===== src/hw/rtl/lrpg_pkg.sv =====
// Shared types, constants and tables for the logistic ramp profile generator.
// No dependencies.
`timescale 1ns / 1ps

package lrpg_pkg;

    typedef enum logic [1:0] {
        PH_RISE = 2'd0,
        PH_HOLD = 2'd1,
        PH_FALL = 2'd2,
        PH_DONE = 2'd3
    } t_phase;

    localparam int FRAC_BITS  = 16;
    localparam int VALUE_W    = 16;
    localparam int RAMP_W     = 20;
    localparam int HOURS_W    = 12;
    localparam int CFG_DATA_W = 20;
    localparam int CFG_IDX_W  = 2;
    localparam int QUO_W      = 17;
    localparam int Y_W        = 19;
    localparam int E_W        = 17;

    localparam logic [CFG_IDX_W-1:0] CFG_HEIGHT    = 2'd0;
    localparam logic [CFG_IDX_W-1:0] CFG_RAMP_UP   = 2'd1;
    localparam logic [CFG_IDX_W-1:0] CFG_HOLD      = 2'd2;
    localparam logic [CFG_IDX_W-1:0] CFG_RAMP_DOWN = 2'd3;

    // log2(99) in Q16
    localparam logic [Y_W-1:0] LOG2_99_Q16 = 19'd434462;

    // 2^(-k/16) in Q1.16, k = 0..16
    function automatic logic [E_W-1:0] exp2_tab(input logic [4:0] k);
        logic [E_W-1:0] v;
        unique case (k)
            5'd0:    v = 17'd65536;
            5'd1:    v = 17'd62757;
            5'd2:    v = 17'd60097;
            5'd3:    v = 17'd57549;
            5'd4:    v = 17'd55109;
            5'd5:    v = 17'd52773;
            5'd6:    v = 17'd50535;
            5'd7:    v = 17'd48393;
            5'd8:    v = 17'd46341;
            5'd9:    v = 17'd44376;
            5'd10:   v = 17'd42495;
            5'd11:   v = 17'd40693;
            5'd12:   v = 17'd38968;
            5'd13:   v = 17'd37316;
            5'd14:   v = 17'd35734;
            5'd15:   v = 17'd34219;
            default: v = 17'd32768;
        endcase
        return v;
    endfunction

    typedef struct packed {
        logic take;
        logic skip;
        logic prep;
        logic exp1;
        logic exp2;
        logic load2;
        logic mul;
        logic fin;
    } t_cmd;

    typedef struct packed {
        logic ramp;
        logic div_done;
        logic out_free;
    } t_sts;

endpackage


===== src/hw/rtl/lrpg_div.sv =====
// Restoring divider, 17 quotient bits, one bit per cycle.
// Depends on lrpg_pkg.
`timescale 1ns / 1ps

module lrpg_div #(
    parameter int W = 25
) (
    input  logic                        i_clk,
    input  logic                        i_rst_n,
    input  logic                        i_start,
    input  logic [W-1:0]                i_num_hi,
    input  logic [lrpg_pkg::QUO_W-1:0]  i_num_lo,
    input  logic [W-1:0]                i_den,
    output logic [lrpg_pkg::QUO_W-1:0]  o_quo,
    output logic                        o_done
);

    localparam int QW = lrpg_pkg::QUO_W;

    logic          r_busy, n_busy;
    logic [4:0]    r_cnt, n_cnt;
    logic [W-1:0]  r_rem, n_rem;
    logic [W-1:0]  r_den, n_den;
    logic [QW-1:0] r_lo, n_lo;
    logic [QW-1:0] r_quo, n_quo;
    logic          r_done, n_done;
    logic [W:0]    trial;
    logic          fits;

    always_comb begin
        trial = {r_rem, r_lo[QW-1]};
        fits  = trial >= {1'b0, r_den};
        n_busy = r_busy;
        n_cnt  = r_cnt;
        n_rem  = r_rem;
        n_den  = r_den;
        n_lo   = r_lo;
        n_quo  = r_quo;
        n_done = 1'b0;
        if (i_start) begin
            n_busy = 1'b1;
            n_cnt  = '0;
            n_rem  = i_num_hi;
            n_den  = i_den;
            n_lo   = i_num_lo;
            n_quo  = '0;
        end else if (r_busy) begin
            n_rem = fits ? W'(trial - {1'b0, r_den}) : trial[W-1:0];
            n_quo = {r_quo[QW-2:0], fits};
            n_lo  = {r_lo[QW-2:0], 1'b0};
            n_cnt = r_cnt + 5'd1;
            if (r_cnt == 5'(QW - 1)) begin
                n_busy = 1'b0;
                n_done = 1'b1;
            end
        end
    end

    always_ff @(posedge i_clk) begin
        if (!i_rst_n) begin
            r_busy <= 1'b0;
            r_cnt  <= '0;
            r_done <= 1'b0;
        end else begin
            r_busy <= n_busy;
            r_cnt  <= n_cnt;
            r_done <= n_done;
        end
        r_rem <= n_rem;
        r_den <= n_den;
        r_lo  <= n_lo;
        r_quo <= n_quo;
    end

    assign o_quo  = r_quo;
    assign o_done = r_done;

endmodule


===== src/hw/rtl/lrpg_ctrl.sv =====
// Sequencing state machine: input handshake and datapath commands.
// Depends on lrpg_pkg.
`timescale 1ns / 1ps

module lrpg_ctrl (
    input  logic           i_clk,
    input  logic           i_rst_n,
    input  logic           i_in_valid,
    output logic           o_in_stall,
    input  lrpg_pkg::t_sts i_sts,
    output lrpg_pkg::t_cmd o_cmd
);

    typedef enum logic [9:0] {
        S_IDLE = 10'b0000000001,
        S_SKIP = 10'b0000000010,
        S_PREP = 10'b0000000100,
        S_DIV1 = 10'b0000001000,
        S_EXP1 = 10'b0000010000,
        S_EXP2 = 10'b0000100000,
        S_LD2  = 10'b0001000000,
        S_DIV2 = 10'b0010000000,
        S_MUL  = 10'b0100000000,
        S_FIN  = 10'b1000000000
    } t_state;

    t_state r_state, n_state;

    always_comb begin
        n_state = r_state;
        o_cmd   = '0;
        unique case (r_state)
            S_IDLE: begin
                if (i_in_valid) begin
                    o_cmd.take = 1'b1;
                    n_state    = S_SKIP;
                end
            end
            S_SKIP: begin
                o_cmd.skip = 1'b1;
                n_state    = S_PREP;
            end
            S_PREP: begin
                o_cmd.prep = 1'b1;
                n_state    = i_sts.ramp ? S_DIV1 : S_FIN;
            end
            S_DIV1: begin
                if (i_sts.div_done) n_state = S_EXP1;
            end
            S_EXP1: begin
                o_cmd.exp1 = 1'b1;
                n_state    = S_EXP2;
            end
            S_EXP2: begin
                o_cmd.exp2 = 1'b1;
                n_state    = S_LD2;
            end
            S_LD2: begin
                o_cmd.load2 = 1'b1;
                n_state     = S_DIV2;
            end
            S_DIV2: begin
                if (i_sts.div_done) n_state = S_MUL;
            end
            S_MUL: begin
                o_cmd.mul = 1'b1;
                n_state   = S_FIN;
            end
            S_FIN: begin
                if (i_sts.out_free) begin
                    o_cmd.fin = 1'b1;
                    n_state   = S_IDLE;
                end
            end
            default: n_state = S_IDLE;
        endcase
    end

    always_ff @(posedge i_clk) begin
        if (!i_rst_n) begin
            r_state <= S_IDLE;
        end else begin
            r_state <= n_state;
        end
    end

    assign o_in_stall = (r_state != S_IDLE);

endmodule


===== src/hw/rtl/lrpg_dp.sv =====
// Datapath: configuration, phase position, sigmoid arithmetic, output register.
// Depends on lrpg_pkg and lrpg_div.
`timescale 1ns / 1ps

module lrpg_dp #(
    parameter int SAMPLES_PER_HOUR = 3600,
    parameter int COUNTER_BITS     = 24
) (
    input  logic                                i_clk,
    input  logic                                i_rst_n,
    input  logic                                i_cfg_we,
    input  logic [lrpg_pkg::CFG_IDX_W-1:0]      i_cfg_idx,
    input  logic [lrpg_pkg::CFG_DATA_W-1:0]     i_cfg_data,
    input  logic                                i_restart,
    input  lrpg_pkg::t_cmd                      i_cmd,
    output lrpg_pkg::t_sts                      o_sts,
    output logic                                o_out_valid,
    input  logic                                i_out_stall,
    output logic [lrpg_pkg::VALUE_W-1:0]        o_sample_value,
    output logic [1:0]                          o_phase_code,
    output logic                                o_last_sample
);

    localparam int DW    = COUNTER_BITS + 1;
    localparam int DVW   = (DW > 18) ? DW : 18;
    localparam int SPH_W = $clog2(SAMPLES_PER_HOUR + 1);
    localparam int HLW   = lrpg_pkg::HOURS_W + SPH_W;
    localparam int PW0   = (HLW > lrpg_pkg::RAMP_W) ? HLW : lrpg_pkg::RAMP_W;
    localparam int PW    = ((PW0 > DW) ? PW0 : DW) + 1;
    localparam int VW    = lrpg_pkg::VALUE_W;
    localparam int QW    = lrpg_pkg::QUO_W;
    localparam int EW    = lrpg_pkg::E_W;
    localparam int YW    = lrpg_pkg::Y_W;
    localparam int FB    = lrpg_pkg::FRAC_BITS;

    typedef struct packed {
        lrpg_pkg::t_phase ph;
        logic [DW-1:0]    cnt;
    } t_pos;

    function automatic t_pos f_skip(input t_pos p, input logic [DW-1:0] lr,
                                    input logic [DW-1:0] lh, input logic [DW-1:0] lf);
        t_pos q;
        q = p;
        if (q.ph == lrpg_pkg::PH_RISE && q.cnt >= lr) begin
            q.ph  = lrpg_pkg::PH_HOLD;
            q.cnt = '0;
        end
        if (q.ph == lrpg_pkg::PH_HOLD && q.cnt >= lh) begin
            q.ph  = lrpg_pkg::PH_FALL;
            q.cnt = '0;
        end
        if (q.ph == lrpg_pkg::PH_FALL && q.cnt >= lf) begin
            q.ph  = lrpg_pkg::PH_DONE;
            q.cnt = '0;
        end
        return q;
    endfunction

    logic [VW-1:0]                  r_height;
    logic [lrpg_pkg::RAMP_W-1:0]    r_ramp_up;
    logic [lrpg_pkg::HOURS_W-1:0]   r_hold;
    logic [lrpg_pkg::RAMP_W-1:0]    r_ramp_dn;
    lrpg_pkg::t_phase               r_phase;
    logic [DW-1:0]                  r_cnt;
    logic                           r_restart;
    logic                           r_neg;
    logic [YW-1:0]                  r_y;
    logic [EW-1:0]                  r_e;
    logic [VW-1:0]                  r_val;
    logic                           r_out_valid;
    logic [VW-1:0]                  r_out_value;
    logic [1:0]                     r_out_phase;
    logic                           r_out_last;

    logic [PW-1:0]  cap, raw_up, raw_hold, raw_dn;
    logic [DW-1:0]  len_up, len_hold, len_dn, d;
    t_pos           pos0, pos_start, pos_inc;
    logic           rise, ramp;
    logic [DW:0]    two_t, dd, adiff;
    logic [DW-1:0]  a;
    logic           ge, neg;
    logic           div_start, div_done;
    logic [DVW-1:0] div_hi, div_den;
    logic [QW-1:0]  div_lo, quo;
    logic [35:0]    y_prod;
    logic [3:0]     ti_idx;
    logic [EW-1:0]  ti, ti1, tdiff, m, e;
    logic [28:0]    interp;
    logic [VW-1:0]  s_sat;
    logic [31:0]    v_prod;
    logic           out_free;

    always_comb begin
        cap      = PW'(1) << COUNTER_BITS;
        raw_up   = PW'(r_ramp_up);
        raw_dn   = PW'(r_ramp_dn);
        raw_hold = PW'(r_hold) * PW'(SAMPLES_PER_HOUR);
        len_up   = (raw_up > cap) ? DW'(cap) : DW'(raw_up);
        len_dn   = (raw_dn > cap) ? DW'(cap) : DW'(raw_dn);
        len_hold = (raw_hold > cap) ? DW'(cap) : DW'(raw_hold);

        pos0.ph   = r_restart ? lrpg_pkg::PH_RISE : r_phase;
        pos0.cnt  = r_restart ? '0 : r_cnt;
        pos_start = f_skip(pos0, len_up, len_hold, len_dn);
        pos_inc   = f_skip('{ph: r_phase, cnt: r_cnt + DW'(1)}, len_up, len_hold, len_dn);

        rise  = (r_phase == lrpg_pkg::PH_RISE);
        ramp  = rise || (r_phase == lrpg_pkg::PH_FALL);
        d     = rise ? len_up : len_dn;
        two_t = {r_cnt, 1'b0};
        dd    = {1'b0, d};
        ge    = (two_t >= dd);
        adiff = ge ? (two_t - dd) : (dd - two_t);
        a     = adiff[DW-1:0];
        neg   = rise ? !ge : (two_t > dd);

        div_start = (i_cmd.prep && ramp) || i_cmd.load2;
        if (i_cmd.prep) begin
            div_hi  = DVW'(a >> 1);
            div_lo  = {a[0], {FB{1'b0}}};
            div_den = DVW'(d);
        end else begin
            div_den = DVW'({1'b0, r_e} + 18'd65536);
            div_hi  = r_neg ? DVW'(r_e >> 1) : DVW'(18'd32768);
            div_lo  = r_neg ? {r_e[0], {FB{1'b0}}} : '0;
        end

        y_prod = 36'(quo) * 36'(lrpg_pkg::LOG2_99_Q16);

        ti_idx = r_y[15:12];
        ti     = lrpg_pkg::exp2_tab({1'b0, ti_idx});
        ti1    = lrpg_pkg::exp2_tab(5'({1'b0, ti_idx}) + 5'd1);
        tdiff  = ti - ti1;
        interp = 29'(tdiff) * 29'(r_y[11:0]);
        m      = ti - EW'(interp >> 12);
        e      = m >> r_y[18:16];

        s_sat  = quo[QW-1] ? {VW{1'b1}} : quo[VW-1:0];
        v_prod = 32'(r_height) * 32'(s_sat);

        out_free = !r_out_valid || !i_out_stall;
    end

    lrpg_div #(.W(DVW)) u_div (
        .i_clk    (i_clk),
        .i_rst_n  (i_rst_n),
        .i_start  (div_start),
        .i_num_hi (div_hi),
        .i_num_lo (div_lo),
        .i_den    (div_den),
        .o_quo    (quo),
        .o_done   (div_done)
    );

    always_ff @(posedge i_clk) begin
        if (!i_rst_n) begin
            r_height    <= '0;
            r_ramp_up   <= '0;
            r_hold      <= '0;
            r_ramp_dn   <= '0;
            r_phase     <= lrpg_pkg::PH_DONE;
            r_cnt       <= '0;
            r_out_valid <= 1'b0;
        end else begin
            if (i_cfg_we) begin
                unique case (i_cfg_idx)
                    lrpg_pkg::CFG_HEIGHT:    r_height  <= i_cfg_data[VW-1:0];
                    lrpg_pkg::CFG_RAMP_UP:   r_ramp_up <= i_cfg_data;
                    lrpg_pkg::CFG_HOLD:      r_hold    <= i_cfg_data[lrpg_pkg::HOURS_W-1:0];
                    lrpg_pkg::CFG_RAMP_DOWN: r_ramp_dn <= i_cfg_data;
                    default: ;
                endcase
            end
            if (i_cmd.skip) begin
                r_phase <= pos_start.ph;
                r_cnt   <= pos_start.cnt;
            end else if (i_cmd.fin && r_phase != lrpg_pkg::PH_DONE) begin
                r_phase <= pos_inc.ph;
                r_cnt   <= pos_inc.cnt;
            end
            if (i_cmd.fin) begin
                r_out_valid <= 1'b1;
            end else if (!i_out_stall) begin
                r_out_valid <= 1'b0;
            end
        end
        if (i_cmd.take) r_restart <= i_restart;
        if (i_cmd.prep) r_neg <= neg;
        if (i_cmd.exp1) r_y <= y_prod[FB+YW-1:FB];
        if (i_cmd.exp2) r_e <= e;
        if (i_cmd.mul)  r_val <= v_prod[31:16];
        if (i_cmd.fin) begin
            if (r_phase == lrpg_pkg::PH_DONE) begin
                r_out_value <= '0;
                r_out_phase <= lrpg_pkg::PH_DONE;
                r_out_last  <= 1'b0;
            end else begin
                r_out_value <= (r_phase == lrpg_pkg::PH_HOLD) ? r_height : r_val;
                r_out_phase <= r_phase;
                r_out_last  <= (pos_inc.ph == lrpg_pkg::PH_DONE);
            end
        end
    end

    assign o_sts.ramp     = ramp;
    assign o_sts.div_done = div_done;
    assign o_sts.out_free = out_free;

    assign o_out_valid    = r_out_valid;
    assign o_sample_value = r_out_value;
    assign o_phase_code   = r_out_phase;
    assign o_last_sample  = r_out_last;

endmodule


===== src/hw/rtl/logistic_ramp_profile_generator.sv =====
// Top level of the logistic ramp/hold/ramp profile generator.
// Depends on lrpg_pkg, lrpg_ctrl, lrpg_dp.
//
// Usage:
//   Input channel (i_in_valid / o_in_stall, payload i_restart): each transfer
//   is one tick. i_restart = 1 starts the profile over at its first sample.
//   Output channel (o_out_valid / i_out_stall): one result per tick with the
//   sample value, phase code and a flag on the last sample of the profile.
//   Config port (i_cfg_we, i_cfg_idx, i_cfg_data): 0 height, 1 ramp-up
//   seconds, 2 hold hours, 3 ramp-down seconds; write only while idle.
// Timing:
//   One tick at a time. A ramp sample's time from input transfer to output
//   valid is set by two passes through the 17-step serial divider (ramp
//   ratio, then the sigmoid reciprocal); hold and done samples bypass the
//   divider. The next tick is taken once the result sits in the output
//   register.
// Reset: synchronous, active low; config registers clear to 0, the profile
//   sits in the done phase until a restart. A stalled output holds its
//   result and the block waits at the end of the next tick until it is taken.
`timescale 1ns / 1ps

module logistic_ramp_profile_generator #(
    parameter int SAMPLES_PER_HOUR = 3600,
    parameter int COUNTER_BITS     = 24
) (
    input  logic                                i_clk,
    input  logic                                i_rst_n,
    input  logic                                i_cfg_we,
    input  logic [lrpg_pkg::CFG_IDX_W-1:0]      i_cfg_idx,
    input  logic [lrpg_pkg::CFG_DATA_W-1:0]     i_cfg_data,
    input  logic                                i_in_valid,
    output logic                                o_in_stall,
    input  logic                                i_restart,
    output logic                                o_out_valid,
    input  logic                                i_out_stall,
    output logic [lrpg_pkg::VALUE_W-1:0]        o_sample_value,
    output logic [1:0]                          o_phase_code,
    output logic                                o_last_sample
);

    lrpg_pkg::t_cmd cmd;
    lrpg_pkg::t_sts sts;

    lrpg_ctrl u_ctrl (
        .i_clk      (i_clk),
        .i_rst_n    (i_rst_n),
        .i_in_valid (i_in_valid),
        .o_in_stall (o_in_stall),
        .i_sts      (sts),
        .o_cmd      (cmd)
    );

    lrpg_dp #(
        .SAMPLES_PER_HOUR (SAMPLES_PER_HOUR),
        .COUNTER_BITS     (COUNTER_BITS)
    ) u_dp (
        .i_clk          (i_clk),
        .i_rst_n        (i_rst_n),
        .i_cfg_we       (i_cfg_we),
        .i_cfg_idx      (i_cfg_idx),
        .i_cfg_data     (i_cfg_data),
        .i_restart      (i_restart),
        .i_cmd          (cmd),
        .o_sts          (sts),
        .o_out_valid    (o_out_valid),
        .i_out_stall    (i_out_stall),
        .o_sample_value (o_sample_value),
        .o_phase_code   (o_phase_code),
        .o_last_sample  (o_last_sample)
    );

endmodule


===== config.mk =====
export PLATFORM = sky130hd
export DESIGN_NAME = logistic_ramp_profile_generator
export DESIGN_NICKNAME = d
export VERILOG_FILES = /design/src/hw/rtl/lrpg_pkg.sv /design/src/hw/rtl/lrpg_div.sv /design/src/hw/rtl/lrpg_ctrl.sv /design/src/hw/rtl/lrpg_dp.sv /design/src/hw/rtl/logistic_ramp_profile_generator.sv
export SDC_FILE = /design/constraint.sdc
export NUM_CORES = 2
export LEC_CHECK = 0
export BUFFER_PORTS_ARGS = -buffer_cell sky130_fd_sc_hd__buf_2
export CORE_MARGIN = 8
export CORE_UTILIZATION = 30
export DETAILED_ROUTE_END_ITERATION = 7
export MAX_ROUTING_LAYER = met4
export SLEW_MARGIN = 15
export SYNTH_ARGS = -nofsm -noshare
export SYNTH_HDL_FRONTEND = slang
export SYNTH_SLANG_ARGS = --single-unit

===== constraint.sdc =====
create_clock -name i_clk -period 28.9 [get_ports i_clk]
set_clock_uncertainty 0.05 [all_clocks]
set_input_delay 1.445 -clock i_clk [delete_from_list [all_inputs] [get_ports i_clk]]
set_output_delay 1.445 -clock i_clk [all_outputs]
set_load 0.01 [all_outputs]

# Yosys cells after proc, flatten, opt, wreduce, memory -nomap -nowiden
# Memory sizes are Yosys's and may differ from the RTL's. A register that Yosys moved wholly into a read port is not among the register bits.
# Cells that the tools add are included.
# classes
addsub	9
mul	4
magnitude_cmp	9
n_eq_ne	29
shifts	1
n_mux	51
bitwise_logic	2
n_reduce_logical	26
# op_table
operator	count
2-to-1 mux 25 bit	9
2-to-1 mux 27 bit	6
>= comparator 25 x 20 -> 1 bit	4
case mux 10 bit (10 select lines)	1
2-to-1 mux 17 bit	5
subtractor 25 bit	3
>= comparator 25 x 24 -> 1 bit	2
2-to-1 mux 10 bit	5
2-to-1 mux 16 bit	3
multiplier 17 x 18 -> 34 bit, second input constant	1
subtractor 17 bit	2
multiplier 16 x 16 -> 32 bit	1
multiplier 17 x 12 -> 29 bit	1
>= comparator 26 x 20 -> 1 bit	1
>= comparator 26 x 25 -> 1 bit	1
> comparator 26 x 20 -> 1 bit	1
adder 25 x 1 -> 25 bit, second input constant	1
multiplier 12 x 8 -> 20 bit, second input constant	1
2-to-1 mux 20 bit	1
adder 17 x 17 -> 18 bit, second input constant	1
2-to-1 mux 1 bit	17
>> shifter 17 x 3 -> 17 bit	1
== test 2 bit, second input constant	7
== test 10 x 1 -> 1 bit, second input constant	1
other kinds (28)	55
# word_totals
register_bits	270
rom_bits	544
out_inout_bits	21
wordCells	156
mem_count	2
# memory_table
memory	depth	width	read_ports	rd_ports_with_merged_regs	wr	line	text
(no name shown)	16	17	1	1	0	lrpg_pkg.sv:35	unique case (k)
(no name shown)	16	17	1	0	0	lrpg_pkg.sv:35	

# Depth between registers and ports, before layout
# depth
ltp_word	12
mapped_depth	48
ltp_nobuf	46

# Hierarchy
# Synthesis repeated with hierarchy kept, for this count alone.
# hier_totals
hier_cells	5037
hier_area_um2	43390.4
# modules_own_cells
mod	n_inst	cells_per_inst	area_per_inst_um2	seq_area_each_um2
lrpg_dp	1	4454	37459.7	4454.3
lrpg_div	1	509	5328.9	2492.4
lrpg_ctrl	1	74	601.8	200.2

# Least setup slack after synthesis
# Ideal clock, no wire load.
# synth_path
kind	flip-flop to flip-flop
start	register u_dp.r_y[12]
end	register u_dp.r_e[10] (data pin)
setup_time_ns	0.259
arrival_time_ns	10.246
setup_slack_ns	18.345
stages_incl_launch_ff	45
path_cell_list	edfxtp_1 > ha_1 > clkbuf_1 > xnor2_1 > nor2_1 > nor2_1 > o21ai_0 > nand2_1 > inv_1 > fa_1 > nor2b_1 > o21ai_0 > a21boi_0 > o21ai_0 > a21boi_0 > o2111ai_1 > a31oi_1 > xnor2_1 > [9 not listed] > inv_1 > ha_1 > a21boi_0 > a221o_1 > a21o_1 > and2_1 > o21a_1 > or2_2 > ha_1 > or3_1 > o2111ai_1 > nand2_1 > a21o_1 > a21oi_1 > xnor2_1 > mux2_2 > mux2_2 > a211o_1
# synth_via
elab_chain_cells	7
# synth_lines
element	line	text
start: declaration	lrpg_dp.sv:68	logic [YW-1:0] r_y;
start signal: assignment	lrpg_dp.sv:190	if (i_cmd.exp1) r_y <= y_prod[FB+YW-1:FB];
adder 4 x 1 -> 5 bit (*)	lrpg_dp.sv:133	ti1 = lrpg_pkg::exp2_tab(5'({1'b0, ti_idx}) + 5'd1);
memory (16 x 17 bit)	n/a	
2-to-1 mux 17 bit (*)	lrpg_pkg.sv:35	
subtractor 17 bit (*)	lrpg_dp.sv:134	tdiff = ti - ti1;
multiplier 17 x 12 -> 29 bit (*)	lrpg_dp.sv:135	interp = 29'(tdiff) * 29'(r_y[11:0]);
subtractor 17 bit (*)	lrpg_dp.sv:136	m = ti - EW'(interp >> 12);
>> shifter 17 x 3 -> 17 bit (*)	lrpg_dp.sv:137	e = m >> r_y[18:16];
net u_dp.e[10]	lrpg_dp.sv:88	logic [EW-1:0] ti, ti1, tdiff, m, e;
end signal: assignment	lrpg_dp.sv:191	if (i_cmd.exp2) r_e <= e;
end: declaration	lrpg_dp.sv:69	logic [EW-1:0] r_e;
# The timed path passes the listed nets; every way through them passes the cells marked *.
# A chain may end at the register's enable or synchronous reset.

# Final worst setup path
# layout_path
start	register u_dp.r_y[12]
end	register u_dp.r_e[12] (data pin)
# Same word-level chain as after synthesis.

==> impl_metrics.csv <==
group,metric,value,unit
detailed_routing,vias_per_cell,5.02,
worst_hold_path,hold_class,"flip-flop to flip-flop",
global_routing,antenna_found_initial,6,
synthesis,ys_seq_area_share,16.0,%
clock_tree,hold_buffers,0,
setup_path,cp.required,29.16,ns
pwr,p_leak,21.2,nW
setup_path,rr_startpoint,"u_dp.r_y[12]",
setup_path,cp_num_cells,43,
synthesis,synthArstFlopShare,0,%
job,maxCapViolations,0,
final_layout,layout-drive-gt1-share,5.35,%
global_routing,grt_overflow_total,0,
placement,place_area,42700,µm²
floorplanning,start_util,30.1,%
floorplanning,die_h,384,µm
clock_tree,clk_pin_slew_worst_paths,0.06,ns
detailed_routing,routed_wl,118000,µm
sta,hold_ws,0.425,ns
detailed_routing,post_drt_wl_per_cell,18.4,µm
status,status,"complete, no violations",
setup_path,arrival,12.05,ns
final_layout,final_core_util,32.5,%
setup_path,path_class,"flip-flop to flip-flop",
setup_path,cp-endpoint,"u_dp.r_e[12]",
global_routing,grt_pass1_wl,187000,µm
setup_path,reg2regPathDepth,43,
placement,dpl.hpwl,94500,µm
clock_tree,numCtsBuffers,36,
placement,gp_congestion,0.929,
floorplanning,core-area,135000,µm²
floorplanning,row_count,135,
synthesis,synth-seq-cells,266,
clock_tree,htreeDepth,2,
synthesis,synthFlopType,"dfxtp_1",
synthesis,ys_types,103,
synthesis,synth_fp_nets,5771,
sta,finalSetupViolations,0,
synthesis,synth_area_per_cell,8.65,µm²
sta,fin_crit_sh,40.8,%
setup_path,crit_buf_inv,5,
setup_path,rr_endpoint,"u_dp.r_e[12]",
sta,worst_pin_slew,1.09,ns
placement,io_buffers,48,
sta,finalHoldViolCount,0,
synthesis,synthCells,4705,
sta,slew_violations,0,
floorplanning,ios,49,
clock_tree,cts_tree,"built",
setup_path,crit_start,"u_dp.r_y[12]",
clock_tree,post_cts_resized,0,
pwr,powerDensity,23.6,nW/µm²
setup_path,crit_top_cell,"fa_1",
sta,rsz0062_at_grt,"no",
final_layout,final_nets,5692,
sta,fin_crit,11.79,ns
sta,slew_headroom,27.4,%
synthesis,synth_area,40700,µm²
detailed_routing,dr.first_iter.drc_count,2264,
synthesis,synth_edf_count,119,
clock_tree,insertion_delay,0.61,ns
detailed_routing,vias,32300,
global_routing,grt_max_degree,72,
sta,max_freq,84.8,MHz
setup_path,slowest_stage,"edfxtp_1",
detailed_routing,remaining_drc_errors,0,
setup_path,r2r_slack,17.11,ns
detailed_routing,drtPass1Iterations,5,
sta,fin_setup_tns,0,ns
setup_path,end_kind,"flip-flop",
clock_tree,clockBufferDepth,3,
setup_path,critPathMaxStageDelay,0.69,ns
global_routing,grt_use_total,16.4,%
final_layout,stdcell_area,43900,µm²
setup_path,critPathMaxFanout,16,
synthesis,synth_warnings,0,
final_layout,area_growth,7.99,%
floorplanning,die-area,148000,µm²
global_routing,grt_pass1_vias,32800,
pwr,vdd_drop_max,0.0354,mV
clock_tree,cts.sinks,266,
setup_path,path_delay_family,"adder cells",
setup_path,startpoint_type,"flip-flop",
clock_tree,cts_root_buffer,"clkbuf_16",
clock_tree,post-cts-setup-buffer-count,0,
floorplanning,die_w,384,µm
detailed_routing,ant_nets,0,
## sequential cells by signal, summed over array words and instances, names as in the netlist, 2 cells and up
register,cells
u_dp.r_cnt,25
u_dp.u_div.r_rem,25
u_dp.r_ramp_dn,20
u_dp.r_ramp_up,20
u_dp.u_div.r_den,20
u_dp.r_y,19
u_dp.r_e,17
u_dp.ti,17
u_dp.u_div.o_quo,17
u_dp.o_sample_value,16
u_dp.r_height,16
u_dp.r_val,16
u_dp.r_hold,12
u_ctrl.r_state,10
u_dp.u_div.r_cnt,5
u_dp.o_phase_code,2
u_dp.r_phase,2
## layout make-up
class | count | area [µm²]
diodes | 6 | 15.0
clock buffers | 46 | 1050
clock inverters | 18 | 179
fillers | 14000 | 91000
inverters | 707 | 2650
multi-input cells | 3525 | 30700
flip-flops and latches | 266 | 6520
well taps | 1781 | 2230
repair buffers | 90 | 556
## metal layers
layer	wire (µm)	up-vias	global-route usage, %
met3	6600	200	2.41
li1	-	15500	-
met5	0	-	-
met1	53200	15800	21.2
met2	54000	854	26.3
met4	4520	0	5.60
## how the worst min path moves through the flow
stage	from	end	slack [ns]	cells after the start
3_5_place_dp	u_dp.r_ramp_dn[2]	u_dp.r_ramp_dn[2]	0.42	2
4_1_cts	u_dp.r_ramp_dn[2]	u_dp.r_ramp_dn[2]	0.43	2
5_1_grt	u_dp.r_ramp_dn[10]	u_dp.r_ramp_dn[10]	0.45	2
6_report	u_dp.r_ramp_dn[10]	u_dp.r_ramp_dn[10]	0.43	2
2_1_floorplan	u_dp.r_ramp_up[10]	u_dp.r_ramp_up[10]	0.40	2
3_3_place_gp	u_dp.r_ramp_up[6]	u_dp.r_ramp_up[6]	0.41	2
## logic make-up after synthesis
kind of cell | count (synthesis) | share of synthesized area, %
AOI/OAI and AO/OA | 779 | 12.4
xor gates and xnor gates | 156 | 3.36
adders and majority gates | 1038 | 40.1
buffers and inverters | 914 | 8.55
DFF | 266 | 16.0
muxes | 85 | 2.27
and+or+nand+nor | 1467 | 17.3
## layout by cell type, fill, tap and decap left out, types with 18 or more instances in the layout
master and count:
a211oi_1 35, a21o_1 63, a21oi_1 252, and2_1 118, and3_1 31, buf_2 48, buf_4 42, clkbuf_16 40
dfxtp_1 147, edfxtp_1 119, fa_1 440, ha_1 598, inv_1 701, mux2_2 18, mux2i_1 63, nand2_1 548
nand2b_1 61, nand3_1 94, nand4_1 48, nor2_1 284, nor2b_1 103, nor3_1 61, nor4_1 18, o211ai_1 28
o21a_1 30, o21ai_0 153, o22ai_1 23, o2bb2ai_1 18, or2_2 23, or3_1 25, xnor2_1 104, xor2_1 51
## tightest hold or removal path, cell delays in order (launching register included)
cell and delay [ns]:
dfxtp_1 0.32, nand2_1 0.06, a21oi_1 0.05
## Yosys cell counts (all sizes together) (64+ instances only)
library cell,number,share of area (%)
nor2b,103,1.6
mux2i,64,1.6
inv,703,6.5
nor3,64,0.81
xnor2,105,2.3
o21ai,158,2.0
ha,598,18
a21oi,254,3.1
dfxtp,147,7.2
nor2,286,2.7
edfxtp,119,8.8
clkbuf,165,1.5
nand3,97,1.2
nand2,550,5.1
fa,440,22
and2,118,1.8
## power breakdown
part	total, W	internal [W]	switching, W
Combinational	0.000164	0.0000594	0.000105
Clock	0.000470	0.000277	0.000193
Sequential	0.000404	0.000395	0.00000952
## through the flow
step	worst slack (ns)	cells	total power, W
final	17.11	6439	0.00104
after global routing	16.11	6437	0.00108
after CTS	17.16	6433	0.00105
after detailed placement	17.22	6369	0.000574
after global placement	17.27	6369	0.000573
after floorplan	18.34	4705	0.000524
No activity file was read; power rests on OpenSTA's default activity.
